[src/rtl/core/pci_pkg.sv]
// Shared types and constants of the palette color indexer.
// Beat layouts of both channels and the token passed along the cell chain.
// No dependencies.
`default_nettype none

package pci_pkg;

    localparam int COLOR_W = 24;
    localparam logic [7:0] COLOR_MASK = 8'hff;

    typedef struct packed {
        logic [31:0] pixel_word;
        logic        start_of_image;
    } pixel_beat_t;

    typedef struct packed {
        logic [7:0] color_index;
        logic       added;
        logic       overflow;
    } index_beat_t;

    // One pixel in flight through the chain.
    typedef struct packed {
        logic               valid;
        logic               found;
        logic               added;
        logic [COLOR_W-1:0] color;
    } token_t;

    // blue:green:red, alpha dropped
    function automatic logic [COLOR_W-1:0] rgb_of(input logic [31:0] word);
        logic [7:0] r;
        logic [7:0] g;
        logic [7:0] b;
        r = word[7:0] & COLOR_MASK;
        g = word[15:8] & COLOR_MASK;
        b = word[23:16] & COLOR_MASK;
        return {b, g, r};
    endfunction

endpackage

`default_nettype wire

[src/rtl/core/pci_cell.sv]
// One palette cell: holds one palette entry and one pipeline slot of the chain.
// Depends on pci_pkg (token_t, COLOR_W).
`default_nettype none

module pci_cell #(
    parameter int INDEX = 0,
    parameter int IDX_W = 8,
    parameter int CNT_W = 9
) (
    input  wire logic                clk,
    input  wire logic                rst_n,
    input  wire logic                advance,
    input  wire logic [CNT_W-1:0]    count,
    input  wire pci_pkg::token_t     tok_in,
    input  wire logic [IDX_W-1:0]    idx_in,
    output pci_pkg::token_t          tok_out,
    output logic [IDX_W-1:0]         idx_out,
    output logic                     append
);

    localparam logic [CNT_W-1:0] SLOT = CNT_W'(INDEX);
    localparam logic [IDX_W-1:0] SLOT_IDX = IDX_W'(INDEX);

    logic [pci_pkg::COLOR_W-1:0] entry_reg;
    pci_pkg::token_t             tok_reg;
    pci_pkg::token_t             tok_next;
    logic [IDX_W-1:0]            idx_reg;
    logic [IDX_W-1:0]            idx_next;
    logic                        searching;
    logic                        hit;
    logic                        fill;

    assign searching = tok_in.valid && !tok_in.found;
    assign hit       = searching && (SLOT < count) && (entry_reg == tok_in.color);
    assign fill      = searching && (SLOT == count);

    always_comb
    begin
        tok_next = tok_in;
        idx_next = idx_in;
        if (hit || fill)
        begin
            tok_next.found = 1'b1;
            idx_next       = SLOT_IDX;
        end
        if (fill)
        begin
            tok_next.added = 1'b1;
        end
    end

    always_ff @(posedge clk or negedge rst_n)
    begin
        if (!rst_n)
        begin
            tok_reg <= '0;
        end
        else if (advance)
        begin
            tok_reg <= tok_next;
        end
    end

    always_ff @(posedge clk)
    begin
        if (advance)
        begin
            idx_reg <= idx_next;
            if (fill)
            begin
                entry_reg <= tok_in.color;
            end
        end
    end

    assign tok_out = tok_reg;
    assign idx_out = idx_reg;
    assign append  = fill && advance;

endmodule

`default_nettype wire

[config.mk]
export PLATFORM = sky130hd
export DESIGN_NAME = pci_cell
export DESIGN_NICKNAME = d
export VERILOG_FILES = /design/src/rtl/core/pci_pkg.sv /design/src/rtl/core/pci_cell.sv
export SDC_FILE = /design/constraint.sdc
export NUM_CORES = 1
export LEC_CHECK = 0
export ABC_CLOCK_PERIOD_IN_PS = 2700
export BUFFER_PORTS_ARGS = -buffer_cell sky130_fd_sc_hd__buf_2
export CORE_AREA = 2 2 72 74
export CTS_BUF_LIST = sky130_fd_sc_hd__clkbuf_8
export CTS_CLUSTER_DIAMETER = 150
export DETAILED_ROUTE_END_ITERATION = 8
export DIE_AREA = 0 0 74 76
export PLACE_DENSITY = 0.79
export SLEW_MARGIN = 20
export SYNTH_ARGS = -nofsm -noshare
export SYNTH_HDL_FRONTEND = slang
export SYNTH_SLANG_ARGS = --single-unit
[constraint.sdc]
create_clock -name clk -period 2.7 [get_ports clk]
set_input_delay 0.27 -clock clk [delete_from_list [all_inputs] [get_ports clk]]
set_output_delay 0.27 -clock clk [all_outputs]
set_load 0.05 [all_outputs]
* After elaboration in Yosys (flattened, before gate mapping)
Index checks and enable logic that the tools add are counted.
** Word-level totals
- Bits in registers :: 59
- Input port bits :: 47
- Word-level logic and storage cells :: 19
** Cells by class
- Magnitude comparators :: 1
- Equal/unequal tests :: 1
- Muxes and demuxes :: 2
- Reductions and logical operators :: 9
** Operators by type and width (number)
- $eq A24 B24 Y1 :: 1
- $logic_not A9 Y1 :: 1
- $lt A1 B9 Y1 const A :: 1
- $logic_and A1 B1 Y1 :: 5
- $mux W1 :: 2
- $reduce_and A2 Y1 :: 1
- $logic_not A1 Y1 :: 1
- $logic_or A1 B1 Y1 :: 1

* Logic depth before layout (Yosys ltp)
- Depth after elaboration :: 6
- Depth in mapped cells :: 5
- Depth with buffers taken out :: 5

* Worst setup path after synthesis
OpenSTA, ideal clock, no wires.
- Kind :: input-to-reg
- Start point :: input port count[5]
- End point :: register entry_reg[0] (netlist bit) (enable)
- Library setup time :: 400 ps
- Data arrival time :: 2289 ps
- Data required time :: 2300 ps
- Path slack :: 11 ps
- Stages on the path :: 4
- Cell sequence :: or4_4 nor4_4 and3b_2 and2_1
** Between the ends
- Longest elaborated chain between the ends :: 3
** RTL lines
- start, declared :: RTL line pci_cell.sv:13 : input wire logic [CNT_W-1:0] count,
- $logic_not A9 Y1 :: RTL line pci_cell.sv:35 : assign fill = searching && (SLOT == count);
- $logic_and A1 B1 Y1 :: RTL line pci_cell.sv:35
- $reduce_and A2 Y1 (no line)
- end signal, assigned :: RTL line pci_cell.sv:71 : entry_reg <= tok_in.color;
- end, declared :: RTL line pci_cell.sv:24 : logic [pci_pkg::COLOR_W-1:0] entry_reg;
No other way between the ends.
A chain may end at the register's enable or synchronous reset.

* Worst setup path after layout
- Start point :: input port count[5]
- End point :: output port append
** Between the ends
- Longest elaborated chain between the ends :: 3
** RTL lines
- $logic_not A9 Y1 :: RTL line pci_cell.sv:35
- $logic_and A1 B1 Y1 :: RTL line pci_cell.sv:35
- $logic_and A1 B1 Y1 :: RTL line pci_cell.sv:78 : assign append = fill && advance;
- end, declared :: RTL line pci_cell.sv:18 : output logic append
No other way between the ends.

==> impl_metrics.toml <==
[status]
status = "finished clean"

[drt]
ant_nets = 0
detailroute.via_count = 1446
first_iter_violations = 50
finalWirelength_mm = 4.30
firstDrtPassIters = 4
wire_per_inst_um = 13.9
drc_errors = 0
via_per_inst = 4.66

[worst_setup_path]
rr_worst_depth = 5
path_delay_family = "simple AND/OR/NAND/NOR gates"
critPathMaxStageDelay_ns = 0.53
r2r-end = "idx_out[0]$_SDFFCE_PP0P_"
worst-path-buf-inv = 2
cp_data_required_time_ns = 2.43
path_common_cell = "buf_2"
path_class = "in -> out"
path_cells = "buf_2 > or4_4 > nor4_4 > and3b_2 > and2_1 > buf_2"
startpoint_type = "input pin"
crit_path_end_kind = "output pin"
arrival_ns = 1.94
critical_path.slowest_cell = "or4_4"
cp_max_fo = 3
reg2reg_slack_ns = 0.99
r2r-start = "entry_reg[5]$_DFFE_PP_"

[finish]
final_cell_mix = "82 x buf_2, 32 x edfxtp_1, 27 x dfrtp_1"
drive_above_1_share = 0.542
finalNetCount = 283
diodes = 0
design_area_mm2 = 0.00305
final_common_cell = "buf_2"
largest_reg_flops = 27
nFillCells = 378
syn2layout_area_growth_pct = 28.6

[grt]
grt_max_degree = 28
grt.met2_usage = 0.246
grt_pass1_vias = 1504
grt_util_met3 = 0.0635
grtUsageMet1 = 0.207
grt-busiest-layer = "met2"
grt_pass1_wl_mm = 6.88
grt_usage = 0.166
antenna_found_initial = 0
grt_overflow_total = 0

[die]
ios = 83
die_area_mm2 = 0.00562
die_x_um = 74
die_h_um = 76
start_util = 0.483
coreArea_mm2 = 0.00491
rows = 26

[timing]
hold_viol = 0
slew_headroom = 0.580
drv_slew = 0
fmax_mhz = 452
fin_crit_sh = 0.819
grt_setup_unrepaired = "false"
tightest_slew_ns = 0.630
setup_viol_count_final = 0
tns_ns = 0
whs_ns = 0.159
skew_ns = 0.00705
fin_crit_ns = 2.21

[flow_run]
maxCapViolCount = 0

[yosys]
synth_nets = 189
ys_ff_latch = 59
ys_types = 20
synth_area_mm2 = 0.00237
synth_cells = 142
seq_area_frac_synth = 0.689
yosysWarnings = 0
avgSynthCellArea_um2 = 16.7

[power]
power.share.switching = 0.291
p_leak_nw = 1.26
clockPowerShare = 0.319
peakVddDrop_mv = 0.407
power_density_mw_per_mm2 = 671
p_seq_frac = 0.499
power_frac_comb = 0.181
power_switching_uw = 596
p_int_mw = 1.45

[min_path]
holdPathStages = 1
min_path_type = "in -> reg"
holdPathEnd = "entry_reg[2]$_DFFE_PP_"
hold_start = "tok_in[2]"

[clock_network]
cts_resized = 0
clock_path_buffers = 2
ctsRootBufferMaster = "clkbuf_8"
clkLatencyLatePin_ns = 0.33
clock-sinks = 59
cts_tree = "yes"
clk_pin_slew_ns = 0.06
numCtsBuffers = 9
htree_levels = 3

[placed_design]
gp_congestion = 0.750
io_buffers = 82
placed_area_mm2 = 0.00288
place_hpwl_mm = 3.23
-- worst max-delay path by stage --
stage / start / to / slack (ns) / cells after the start
floorplan: count[5] / entry_reg[0]$_DFFE_PP_ / 0.01 / 4
global placement: count[5] / append / 0.48 / 6
detailed placement: count[5] / append / 0.48 / 6
CTS: count[5] / append / 0.48 / 6
global route: count[5] / append / 0.39 / 6
finish: count[5] / append / 0.49 / 6
-- repair_timing --
item,4_1_cts,5_1_grt
hold buffers,1,0
setup buffers,0,0
hold endpoints to repair,27,0
-- final cells by class --
type | count | area, um2 | area share
clock buffer | 10 | 138 | 0.0451
tap | 70 | 87.6 | 0.0287
sequential | 59 | 1640 | 0.536
timing repair buffer | 86 | 443 | 0.145
clock inverter | 5 | 22.5 | 0.00737
multi-input combinational | 80 | 727 | 0.238
-- Yosys cell counts (all sizes together) --
cell	count	area [um2]
edfxtp	32	961
dfrtp	27	676
mux2	25	282
xnor2	21	184
and2	9	56.3
nand4	5	31.3
a21oi	3	15.0
clkbuf	3	11.3
nor2	3	11.3
xor2	3	26.3
nor3	2	20.0
nor4	2	33.8
a31oi	1	21.3
and3b	1	10.0
nand2b	1	6.26
nand3	1	5.00
nand3b	1	7.51
or3	1	6.26
or4	1	11.3
-- stage by stage --
stage	util	power, mW	instances	setup WS (ns)
2_1_floorplan	-	1.29	142	0.0115
3_3_place_gp	0.587	1.41	294	0.477
3_5_place_dp	0.587	1.42	294	0.477
4_1_cts	0.622	2.07	310	0.476
5_1_grt	0.622	2.13	310	0.393
6_report	0.622	2.05	310	0.488
-- cell families after synthesis --
family                 after synthesis  share of synthesized area
flip-flops                          59                      0.689
multiplexers                        25                      0.119
buffers and inverters                3                    0.00474
XOR/XNOR                            24                     0.0885
AO/OA/AOI/OAI                        4                     0.0153
AND/OR/NAND/NOR                     27                     0.0838
-- layer usage --
metal	vias to the layer above	wire length (um)
li1	702	-
met1	684	1830
met2	53	2060
met3	7	325
met4	0	79
met5	-	0
-- power groups by stage --
| stage | combinational (mW) | sequential (mW) | clock [mW] |
|---|---|---|---|
| 4_1_cts | 0.376 | 1.02 | 0.674 |
| 6_report | 0.372 | 1.02 | 0.655 |
| 2_1_floorplan | 0.0726 | 1.22 | 0 |
| 3_3_place_gp | 0.370 | 1.04 | 0 |
| 3_5_place_dp | 0.375 | 1.04 | 0 |
| 5_1_grt | 0.393 | 1.03 | 0.711 |
(Power assumes the default switching activity.)
